File: src/rtl/sof_pkg.sv
// shared constants, codes and types for the substring occurrence finder
`default_nettype none

package sof_pkg;

    localparam int TOKEN_MAX   = 16;
    localparam int TEXT_MAX    = 65536;

    localparam int CP_W        = 21;
    localparam int CFG_W       = 16;
    localparam int POS_W       = 17;
    localparam int CNT_W       = 17;
    localparam int TOKEN_LEN_W = $clog2(TOKEN_MAX + 1);
    localparam int IDX_W       = $clog2(TEXT_MAX + 1);
    localparam int CMP_W       = (IDX_W > CFG_W) ? IDX_W : CFG_W;

    localparam logic [CNT_W-1:0] CNT_MAX = '1;

    // action codes
    localparam logic [1:0] ACT_TOKEN  = 2'd0;
    localparam logic [1:0] ACT_TEXT   = 2'd1;
    localparam logic [1:0] ACT_REPORT = 2'd2;

    // register indexes
    localparam logic [1:0] REG_OVERLAP = 2'd0;
    localparam logic [1:0] REG_START   = 2'd1;
    localparam logic [1:0] REG_NTH     = 2'd2;

    typedef struct packed {
        logic             overlap_mode;
        logic [CFG_W-1:0] start_index;
        logic [CFG_W-1:0] nth_find;
    } cfg_t;

    typedef struct packed {
        logic [POS_W-1:0] position;
        logic [CNT_W-1:0] match_count;
    } result_t;

endpackage

`default_nettype wire

File: src/rtl/sof_cell.sv
// one window cell: a text character, the token character it lines up with, and its compare
`default_nettype none

module sof_cell
    import sof_pkg::*;
(
    input  wire logic            clk,
    input  wire logic            txt_shift,
    input  wire logic            tok_shift,
    input  wire logic [CP_W-1:0] txt_in,
    input  wire logic [CP_W-1:0] tok_in,
    input  wire logic            active,
    input  wire logic            ok_in,
    output logic      [CP_W-1:0] txt_out,
    output logic      [CP_W-1:0] tok_out,
    output logic                 ok_out
);

    logic [CP_W-1:0] txt_reg;
    logic [CP_W-1:0] txt_next;
    logic [CP_W-1:0] tok_reg;
    logic [CP_W-1:0] tok_next;

    always_comb
    begin
        txt_next = txt_shift ? txt_in : txt_reg;
        tok_next = tok_shift ? tok_in : tok_reg;
    end

    always_ff @(posedge clk)
    begin
        txt_reg <= txt_next;
        tok_reg <= tok_next;
    end

    assign txt_out = txt_reg;
    assign tok_out = tok_reg;

    // compare against the character this cell will hold once the text beat shifts in
    assign ok_out = ok_in & (~active | (txt_in == tok_reg));

endmodule

`default_nettype wire

File: src/rtl/sof_tally.sv
// text position, skip window and match counters, plus the report value
`default_nettype none

module sof_tally
    import sof_pkg::*;
(
    input  wire logic                   clk,
    input  wire logic                   rst_n,
    input  wire logic                   text_beat,
    input  wire logic                   report_beat,
    input  wire logic                   window_ok,
    input  wire logic [TOKEN_LEN_W-1:0] token_len,
    input  wire cfg_t                   cfg,
    output result_t                     result
);

    logic [IDX_W-1:0]       char_idx_reg;
    logic [IDX_W-1:0]       char_idx_next;
    logic [TOKEN_LEN_W-1:0] skip_reg;
    logic [TOKEN_LEN_W-1:0] skip_next;
    logic [CNT_W-1:0]       count_reg;
    logic [CNT_W-1:0]       count_next;
    logic [CNT_W-1:0]       after_reg;
    logic [CNT_W-1:0]       after_next;
    logic [IDX_W-1:0]       found_pos_reg;
    logic [IDX_W-1:0]       found_pos_next;
    logic                   found_reg;
    logic                   found_next;
    logic                   any_reg;
    logic                   any_next;

    logic [IDX_W-1:0] idx_inc;
    logic [IDX_W-1:0] match_pos;
    logic [CNT_W-1:0] after_inc;
    logic             hit;

    always_comb
    begin
        idx_inc   = char_idx_reg + IDX_W'(1);
        match_pos = idx_inc - IDX_W'(token_len);
        after_inc = (after_reg != CNT_MAX) ? after_reg + CNT_W'(1) : after_reg;
        hit       = window_ok && (token_len != '0) && (idx_inc >= IDX_W'(token_len));
    end

    always_comb
    begin
        char_idx_next  = char_idx_reg;
        skip_next      = skip_reg;
        count_next     = count_reg;
        after_next     = after_reg;
        found_pos_next = found_pos_reg;
        found_next     = found_reg;
        any_next       = any_reg;
        priority if (report_beat)
        begin
            char_idx_next  = '0;
            skip_next      = '0;
            count_next     = '0;
            after_next     = '0;
            found_pos_next = '0;
            found_next     = 1'b0;
            any_next       = 1'b0;
        end
        else if (text_beat && (char_idx_reg < IDX_W'(TEXT_MAX)))
        begin
            char_idx_next = idx_inc;
            if (skip_reg != '0)
            begin
                skip_next = skip_reg - TOKEN_LEN_W'(1);
            end
            else if (hit)
            begin
                any_next  = 1'b1;
                skip_next = cfg.overlap_mode ? '0 : token_len - TOKEN_LEN_W'(1);
                if ((CMP_W'(match_pos) >= CMP_W'(cfg.start_index)) && (count_reg != CNT_MAX))
                begin
                    count_next = count_reg + CNT_W'(1);
                end
                if (CMP_W'(match_pos) > CMP_W'(cfg.start_index))
                begin
                    after_next = after_inc;
                    if (!found_reg && (after_inc == CNT_W'(cfg.nth_find)))
                    begin
                        found_next     = 1'b1;
                        found_pos_next = match_pos;
                    end
                end
            end
        end
    end

    always_ff @(posedge clk or negedge rst_n)
    begin
        if (!rst_n)
        begin
            char_idx_reg  <= '0;
            skip_reg      <= '0;
            count_reg     <= '0;
            after_reg     <= '0;
            found_pos_reg <= '0;
            found_reg     <= 1'b0;
            any_reg       <= 1'b0;
        end
        else
        begin
            char_idx_reg  <= char_idx_next;
            skip_reg      <= skip_next;
            count_reg     <= count_next;
            after_reg     <= after_next;
            found_pos_reg <= found_pos_next;
            found_reg     <= found_next;
            any_reg       <= any_next;
        end
    end

    // all ones on position means too few matches after the start index
    always_comb
    begin
        if (!any_reg || (cfg.nth_find == '0))
        begin
            result.position = '0;
        end
        else if (found_reg)
        begin
            result.position = POS_W'(found_pos_reg);
        end
        else
        begin
            result.position = '1;
        end
        result.match_count = count_reg;
    end

endmodule

`default_nettype wire

File: src/rtl/substring_occurrence_finder.sv
// top level: token and text window cell row, handshakes, registers and result stage
// Unless stalled, one beat of any kind is taken every cycle. A text character is
// shifted into a row of sixteen cells; each cell compares the character it is about
// to hold with its token character, and the pass/fail ripples down the row within the
// beat's own cycle, so a match is counted in the cycle the character is accepted.
// A report beat yields one result beat in the next cycle, held in an output register;
// input is taken while that register is empty or being drained, so a stalled result
// blocks input only while out_ready is low. Token characters shift into the same row,
// newest at the head, and only the first token-length cells take part in the compare.
`default_nettype none

module substring_occurrence_finder
    import sof_pkg::*;
(
    input  wire logic             clk,
    input  wire logic             rst_n,
    input  wire logic             cfg_write,
    input  wire logic [1:0]       cfg_index,
    input  wire logic [CFG_W-1:0] cfg_data,
    input  wire logic             in_valid,
    output logic                  in_ready,
    input  wire logic [1:0]       action,
    input  wire logic [CP_W-1:0]  code_point,
    input  wire logic             restart_token,
    output logic                  out_valid,
    input  wire logic             out_ready,
    output logic      [POS_W-1:0] position,
    output logic      [CNT_W-1:0] match_count
);

    cfg_t                   cfg_reg;
    cfg_t                   cfg_next;
    logic [TOKEN_LEN_W-1:0] token_len_reg;
    logic [TOKEN_LEN_W-1:0] token_len_next;
    logic                   out_valid_reg;
    logic                   out_valid_next;
    result_t                out_reg;
    result_t                out_next;

    logic    in_beat;
    logic    token_beat;
    logic    text_beat;
    logic    report_beat;
    logic    tok_shift;
    logic    window_ok;
    result_t tally_result;

    logic [CP_W-1:0] txt_q [TOKEN_MAX];
    logic [CP_W-1:0] tok_q [TOKEN_MAX];
    logic            ok_q  [TOKEN_MAX];

    assign in_ready    = !out_valid_reg || out_ready;
    assign in_beat     = in_valid && in_ready;
    assign token_beat  = in_beat && (action == ACT_TOKEN);
    assign text_beat   = in_beat && (action == ACT_TEXT);
    assign report_beat = in_beat && (action == ACT_REPORT);

    // a full token ignores further characters unless restarted
    assign tok_shift = token_beat
                    && (restart_token || (token_len_reg < TOKEN_LEN_W'(TOKEN_MAX)));

    always_comb
    begin
        token_len_next = token_len_reg;
        if (tok_shift)
        begin
            token_len_next = restart_token ? TOKEN_LEN_W'(1)
                                           : token_len_reg + TOKEN_LEN_W'(1);
        end
    end

    always_comb
    begin
        cfg_next = cfg_reg;
        if (cfg_write)
        begin
            unique case (cfg_index)
                REG_OVERLAP: cfg_next.overlap_mode = cfg_data[0];
                REG_START:   cfg_next.start_index  = cfg_data;
                REG_NTH:     cfg_next.nth_find     = cfg_data;
                default:     cfg_next = cfg_reg;
            endcase
        end
    end

    genvar j;
    generate
        for (j = 0; j < TOKEN_MAX; j++)
        begin : g_cell
            logic [CP_W-1:0] txt_in;
            logic [CP_W-1:0] tok_in;
            logic            ok_in;

            if (j == 0)
            begin : g_head
                assign txt_in = code_point;
                assign tok_in = code_point;
                assign ok_in  = 1'b1;
            end
            else
            begin : g_body
                assign txt_in = txt_q[j-1];
                assign tok_in = tok_q[j-1];
                assign ok_in  = ok_q[j-1];
            end

            sof_cell u_cell (
                .clk       (clk),
                .txt_shift (text_beat),
                .tok_shift (tok_shift),
                .txt_in    (txt_in),
                .tok_in    (tok_in),
                .active    (TOKEN_LEN_W'(j) < token_len_reg),
                .ok_in     (ok_in),
                .txt_out   (txt_q[j]),
                .tok_out   (tok_q[j]),
                .ok_out    (ok_q[j])
            );
        end
    endgenerate

    assign window_ok = ok_q[TOKEN_MAX-1];

    sof_tally u_tally (
        .clk         (clk),
        .rst_n       (rst_n),
        .text_beat   (text_beat),
        .report_beat (report_beat),
        .window_ok   (window_ok),
        .token_len   (token_len_reg),
        .cfg         (cfg_reg),
        .result      (tally_result)
    );

    always_comb
    begin
        out_valid_next = out_valid_reg;
        out_next       = out_reg;
        if (out_valid_reg && out_ready)
        begin
            out_valid_next = 1'b0;
        end
        if (report_beat)
        begin
            out_valid_next = 1'b1;
            out_next       = tally_result;
        end
    end

    always_ff @(posedge clk or negedge rst_n)
    begin
        if (!rst_n)
        begin
            cfg_reg.overlap_mode <= 1'b0;
            cfg_reg.start_index  <= '0;
            cfg_reg.nth_find     <= CFG_W'(1);
            token_len_reg        <= '0;
            out_valid_reg        <= 1'b0;
        end
        else
        begin
            cfg_reg       <= cfg_next;
            token_len_reg <= token_len_next;
            out_valid_reg <= out_valid_next;
        end
    end

    always_ff @(posedge clk)
    begin
        out_reg <= out_next;
    end

    assign out_valid   = out_valid_reg;
    assign position    = out_reg.position;
    assign match_count = out_reg.match_count;

    a_token_len_bound: assert property (@(posedge clk) disable iff (!rst_n)
        token_len_reg <= TOKEN_LEN_W'(TOKEN_MAX))
        else $error("token length beyond row size");

    a_report_gives_beat: assert property (@(posedge clk) disable iff (!rst_n)
        report_beat |=> out_valid)
        else $error("report beat gave no result beat");

    a_stall_only_when_full: assert property (@(posedge clk) disable iff (!rst_n)
        !in_ready |-> (out_valid && !out_ready))
        else $error("input stalled with the result stage free");

    a_restart_len_one: assert property (@(posedge clk) disable iff (!rst_n)
        (token_beat && restart_token) |=> (token_len_reg == TOKEN_LEN_W'(1)))
        else $error("token restart did not leave one character");

endmodule

`default_nettype wire
File: config.mk
export PLATFORM = sky130hd
export DESIGN_NAME = substring_occurrence_finder
export DESIGN_NICKNAME = d
export VERILOG_FILES = /design/src/rtl/sof_pkg.sv /design/src/rtl/sof_cell.sv /design/src/rtl/sof_tally.sv /design/src/rtl/substring_occurrence_finder.sv
export SDC_FILE = /design/constraint.sdc
export NUM_CORES = 1
export LEC_CHECK = 0
export CAP_MARGIN = 5
export CORE_MARGIN = 2
export CORE_UTILIZATION = 50
export DETAILED_ROUTE_END_ITERATION = 8
export DONT_BUFFER_PORTS = 1
export PLACE_DENSITY = 0.67
export SYNTH_ARGS = -nofsm -noshare
export SYNTH_HDL_FRONTEND = slang
export SYNTH_SLANG_ARGS = --single-unit
File: constraint.sdc
create_clock -name clk -period 36.7 [get_ports clk]
set_input_delay 5.505 -clock clk [delete_from_list [all_inputs] [get_ports clk]]
set_output_delay 5.505 -clock clk [all_outputs]
set_load 0.1 [all_outputs]
**After elaboration in Yosys (flattened, before gate mapping)**

Cells that the tools add are included.

- Register bits after elaboration: 799
- Latch bits: 0
- Memory bits (writable): 0
- Memory bits (read-only): 0
- Output and inout bits: 36
- Word-level logic and storage cells: 219
- Memories kept: 0

- Add/subtract/negate cells: 7
- Multiply operators: 0
- Div/mod/pow operators: 0
- $lt $le $gt $ge: 21
- Equality and inequality tests: 24
- Shift-type cells: 0
- Multiplexer cells: 38
- Bitwise operators: 47
- Reductions and logical operators: 37

Operator list:

| kind | number |
|---|---|
| $mux 17 | 20 |
| $eq 21x21->1 | 16 |
| $add 17x1->17 const B | 3 |
| $lt 4x5->1 const A | 8 |
| $ne 17x17->1 const B | 2 |
| $mux 5 | 6 |
| $lt 3x5->1 const A | 4 |
| $eq 17x16->1 | 1 |
| $ge 17x16->1 | 1 |
| $ge 17x5->1 | 1 |
| $gt 17x16->1 | 1 |
| $lt 17x17->1 const B | 1 |
| $sub 17x5->17 | 1 |
| $logic_not 16->1 | 1 |
| $not 1->1 | 16 |
| $or 1x1->1 | 16 |
| $and 1x1->1 | 15 |
| $mux 1 | 12 |
| $reduce_bool 2->1 | 6 |
| $logic_and 1x1->1 | 11 |
| $lt 1x5->1 const A | 2 |
| $lt 2x5->1 const A | 2 |
| $reduce_bool 5->1 | 2 |
| $sub 5x1->5 const B | 2 |
| other kinds (13) | 24 |

**Logic depth before layout (Yosys ltp)**

- Depth in word-level cells: 24
- Depth in mapped cells: 23
- Depth with buffers taken out: 22

**By module**

Synthesis repeated with hierarchy kept, for this count alone.

- Cells, all modules: 2123
- Area total of the unflattened synthesis: 33300.7 um2

Modules (own cells, without submodules):

| module | times used | cells each | area an instance (um2) | sequential area each (um2) |
|---|---|---|---|---|
| sof_cell | 16 | 72 | 1503.9 | 1261.2 |
| sof_tally | 1 | 795 | 6447.4 | 1876.8 |
| substring_occurrence_finder | 1 | 176 | 2790.2 | 1998.2 |

**Worst setup path before layout**

OpenSTA, ideal clock, no wires.

- Kind: input to register
- From: input port out_ready
- To: register u_tally.skip_reg[4]
- Data arrival time: 31331 ps
- Data required time: 36580 ps
- Slack: 5249 ps
- Stages: 7
- Buffers on the path: 1
- Path through: nand2b_1 nand2_1 nor3b_1 nor2b_1 clkbuf_1 o21ai_0 a221oi_1

- Longest elaborated chain between the ends: 6
- Elaborated cells between the ends (all ways): 9
- Classes of those cells: mux (1); reduce/logical (8)

Ends and longest elaborated chain:

| item | RTL line | text |
|---|---|---|
| from (decl) | substring_occurrence_finder.sv:26 | `input wire logic out_ready,` |
| $logic_or 1x1->1 | substring_occurrence_finder.sv:52 | `assign in_ready = !out_valid_reg \|\| out_ready;` |
| $logic_and 1x1->1 | substring_occurrence_finder.sv:53 | `assign in_beat = in_valid && in_ready;` |
| $logic_and 1x1->1 | substring_occurrence_finder.sv:55 | `assign text_beat = in_beat && (action == ACT_TEXT);` |
| net g_cell[0].u_cell.txt_shift | sof_cell.sv:8 | `input wire logic txt_shift,` |
| $logic_and 1x1->1 | sof_tally.sv:64 | `else if (text_beat && (char_idx_reg < IDX_W'(TEXT_MAX)))` |
| $reduce_bool 2->1 (no line) | -- |  |
| $reduce_and 2->1 (no line) | -- |  |
| to (signal assigned) | sof_tally.sv:107 | `skip_reg <= skip_next;` |
| to (decl) | sof_tally.sv:19 | `logic [TOKEN_LEN_W-1:0] skip_reg;` |

The timed path passes the listed nets, and every way through them passes these cells.
A chain may end at the register's enable or synchronous reset.

**Worst setup path after layout**

- From: input port out_ready
- To: output port in_ready

- Longest elaborated chain between the ends: 1

Ends and longest elaborated chain:

| item | RTL line | text |
|---|---|---|
| $logic_or 1x1->1 | substring_occurrence_finder.sv:52 |  |
| to (decl) | substring_occurrence_finder.sv:21 | `output logic in_ready,` |

No other way between the ends.

==> results.json <==
{
  "grt_use_total_pct": 17.68,
  "area_growth_syn_to_layout_pct": 11.37,
  "clkSlewWorstSetupHoldPaths_ns": 0.06,
  "first_pass_iters": 5,
  "min_period_ns": 11.81,
  "postCtsSetupBuffers": 0,
  "hold_buffers": 0,
  "power_frac_comb_pct": 9.9,
  "crit_fanout": 3,
  "path_class": "input port to primary output",
  "worst_slew_pin_slew_ns": 1.168,
  "die_height_um": 256.8,
  "synth_seq_area_share_pct": 73.32,
  "yosysMostFrequentCell": "edfxtp_1",
  "synthTopCellsByCount": "685 x edfxtp_1, 274 x xnor2_1, 113 x dfrtp_1, 107 x xor2_1, 96 x nand2_1",
  "worst_clock_skew_ns": 0.01423,
  "drv_cap": 0,
  "clock_latency_ns": 0.63,
  "grt_first_pass_wirelength_um": 90590,
  "grt_max_degree": 121,
  "drt_iter0_markers": 1008,
  "ant_nets": 0,
  "synth_top_cell_area_share_pct": 64.38,
  "wire_per_inst_um": 19.33,
  "switchingPower_uw": 495.0,
  "gp_congestion": 0.8465,
  "switching_share_pct": 23.95,
  "dp_hpwl_um": 39100,
  "hold_viol": 0,
  "slew_viol_final": 0,
  "relSlewSlack_pct": 21.82,
  "design_area_um2": 35580,
  "place_inst": 2834,
  "nNetsFinal": 2147,
  "seqPwrFrac_pct": 50.9,
  "setup_tns_ns": 0,
  "cts_num_sinks": 799,
  "synth-edff-count": 685,
  "ctsRootBufferMaster": "clkbuf_16",
  "syn_area_um2": 31950,
  "synth_top_area_cell": "edfxtp_1",
  "synth_cell_types": 73,
  "start_kind": "input port",
  "wirelength_um": 57590,
  "path_delay_family": "simple AND/OR/NAND/NOR gates",
  "rsz0062_at_grt": "false",
  "die_w_um": 256.8,
  "io_buffers": 0,
  "ir_worst_vdd_v": 0.00004551,
  "avgSynthCellArea_um2": 15.80,
  "cp-end-kind": "primary output",
  "synth-seq-cells": 799,
  "dpl_cell_area_um2": 32930,
  "required_ns": 31.19,
  "core_um2": 63080,
  "cts_buffer_depth": 3,
  "dieArea_um2": 65930,
  "cts_tree": "done",
  "p_int_mw": 1.572,
  "start_util_pct": 50.65,
  "post_cts_resize_count": 0,
  "min_period_over_period_pct": 32.18,
  "ys_top_cells_by_area": "edfxtp_1 64%, dfrtp_1 8.9%, xnor2_1 7.5%, xor2_1 2.9%, nand4_1 1.5%",
  "final-setup-viol-count": 0,
  "min_path_type": "register to register",
  "cts_made_buffers": 79,
  "powerDensity_nw_per_um2": 58.09,
  "slowest_delay_ns": 0.80,
  "route.vias.total": 15920,
  "cp_num_buf_inv": 0,
  "critical_path.slowest_cell": "nand2b_1",
  "status": "finished, final reports clean",
  "grt_pass1_vias": 16460,
  "pwr-share-clk_pct": 39.2,
  "num-fill-cells": 5005,
  "drc_errors": 0,
  "syn-num-nets": 2100,
  "placementRows": 92,
  "routed_via_density": 5.343,
  "arrival_ns": 6.31,
  "h-tree-depth": 3,
  "antenna_cells": 0,
  "antenna_found_initial": 0,
  "fin_cells": 2979,
  "drive_gt1_share_pct": 9.048,
  "max_freq_mhz": 84.67,
  "async_reset_ff_share_pct": 14.27,
  "path_cells": "nand2b_1",
  "syn_inst": 2022,
  "finish.utilization_pct": 56.41,
  "ys.flop_type": "edfxtp_1",
  "grt.overflow.total": 0,
  "yosys_warnings": 0,
  "largest_reg_flops": 336,
  "ios": 83,
  "p_total_mw": 2.067,
  "p_leak_nw": 12.07
}
-- cell families after synthesis --
group	Yosys count	synth area share, %
XOR/XNOR	381	10.44
buffers and inverters	111	1.390
adder cells (fa/ha/maj)	31	1.238
AND/OR/NAND/NOR	434	7.100
flip-flops	799	73.32
multiplexers	68	2.369
AO/OA/AOI/OAI	198	4.140
-- layout by cell type (no fill, tap or decap), types with 5 or more instances in the layout --
cell | netlist | final
dfrtp_1 | 113 | 113
clkbuf_1 | 36 | 11
o21ai_0 | 53 | 53
a31oi_1 | 6 | 6
a41oi_1 | 6 | 6
and4_1 | 7 | 7
a21oi_1 | 57 | 57
ha_1 | 30 | 30
clkinv_1 | 0 | 20
clkbuf_16 | 0 | 79
nor3_1 | 30 | 29
mux2_4 | 5 | 5
xor2_1 | 107 | 107
buf_4 | 1 | 13
a21o_1 | 7 | 7
a211o_1 | 5 | 5
nand4_1 | 77 | 77
edfxtp_1 | 685 | 685
nor4_1 | 41 | 41
mux2i_1 | 22 | 22
a22oi_1 | 5 | 5
and3_1 | 14 | 14
xnor2_1 | 274 | 274
mux2_2 | 41 | 41
a2111oi_0 | 6 | 6
bufinv_16 | 0 | 10
o31ai_1 | 8 | 8
and2_1 | 7 | 7
nand2b_1 | 11 | 11
clkinv_2 | 0 | 12
nand3_1 | 43 | 43
nand2_1 | 96 | 96
or3_1 | 6 | 6
inv_1 | 64 | 62
nor2_1 | 79 | 79
-- per-layer routing --
| metal | part of all wire (%) | wire (um) | GRT usage [%] | vias to the layer above |
|---|---|---|---|---|
| met3 | 3.9 | 2233 | 3.262 | 113 |
| met1 | 41 | 23890 | 22.12 | 7836 |
| met2 | 51 | 29620 | 30.81 | 320 |
| met5 | 0 | 0 | 0 | - |
| li1 | - | - | - | 7647 |
| met4 | 3.2 | 1844 | 6.363 | 0 |
-- stage by stage --
| stage | hold WS (ns) | setup WS, ns |
|---|---|---|
| 3_3_place_gp | 0.4562 | 24.89 |
| 3_5_place_dp | 0.4557 | 24.89 |
| 5_1_grt | 0.4670 | 24.87 |
| 2_1_floorplan | 0.4473 | 5.249 |
| 4_1_cts | 0.4648 | 24.89 |
| 6_report | 0.4666 | 24.89 |
-- cell type report --
| class | count | area [um2] | area share (%) |
|---|---|---|---|
| sequential | 799 | 23420 | 65.83 |
| multi-input combinational | 1112 | 8105 | 22.78 |
| clock buffer | 91 | 2032 | 5.711 |
| tap | 846 | 1059 | 2.975 |
| clock inverter | 54 | 616.8 | 1.734 |
| inverter | 64 | 247.7 | 0.6963 |
| timing repair buffer | 13 | 97.59 | 0.2743 |
-- power groups by stage --
stage / registers (mW) / logic (mW) / clock network, mW
final: 1.05 / 0.204 / 0.810
after global routing: 1.06 / 0.224 / 0.863
after CTS: 1.05 / 0.203 / 0.826
after detailed placement: 1.07 / 0.201 / 0
after global placement: 1.07 / 0.195 / 0
after floorplan: 1.07 / 0.147 / 0
-- path summary, 6_finish.rpt --
check,start,end,slack (ns),depth (start not counted)
max,out_ready,in_ready,24.89,1
min,g_cell[3].u_cell.tok_out[19],g_cell[4].u_cell.tok_out[19],0.47,0
max reg2reg,u_tally.char_idx_reg[0],u_tally.found_pos_reg[15],30.43,22
min reg2reg,g_cell[3].u_cell.tok_out[19],g_cell[4].u_cell.tok_out[19],0.47,0
max in group asynchronous,rst_n,cfg_reg[0],31.88,0
min in group asynchronous,rst_n,u_tally.count_reg[4],4.57,0
(Power assumes the default switching activity.)
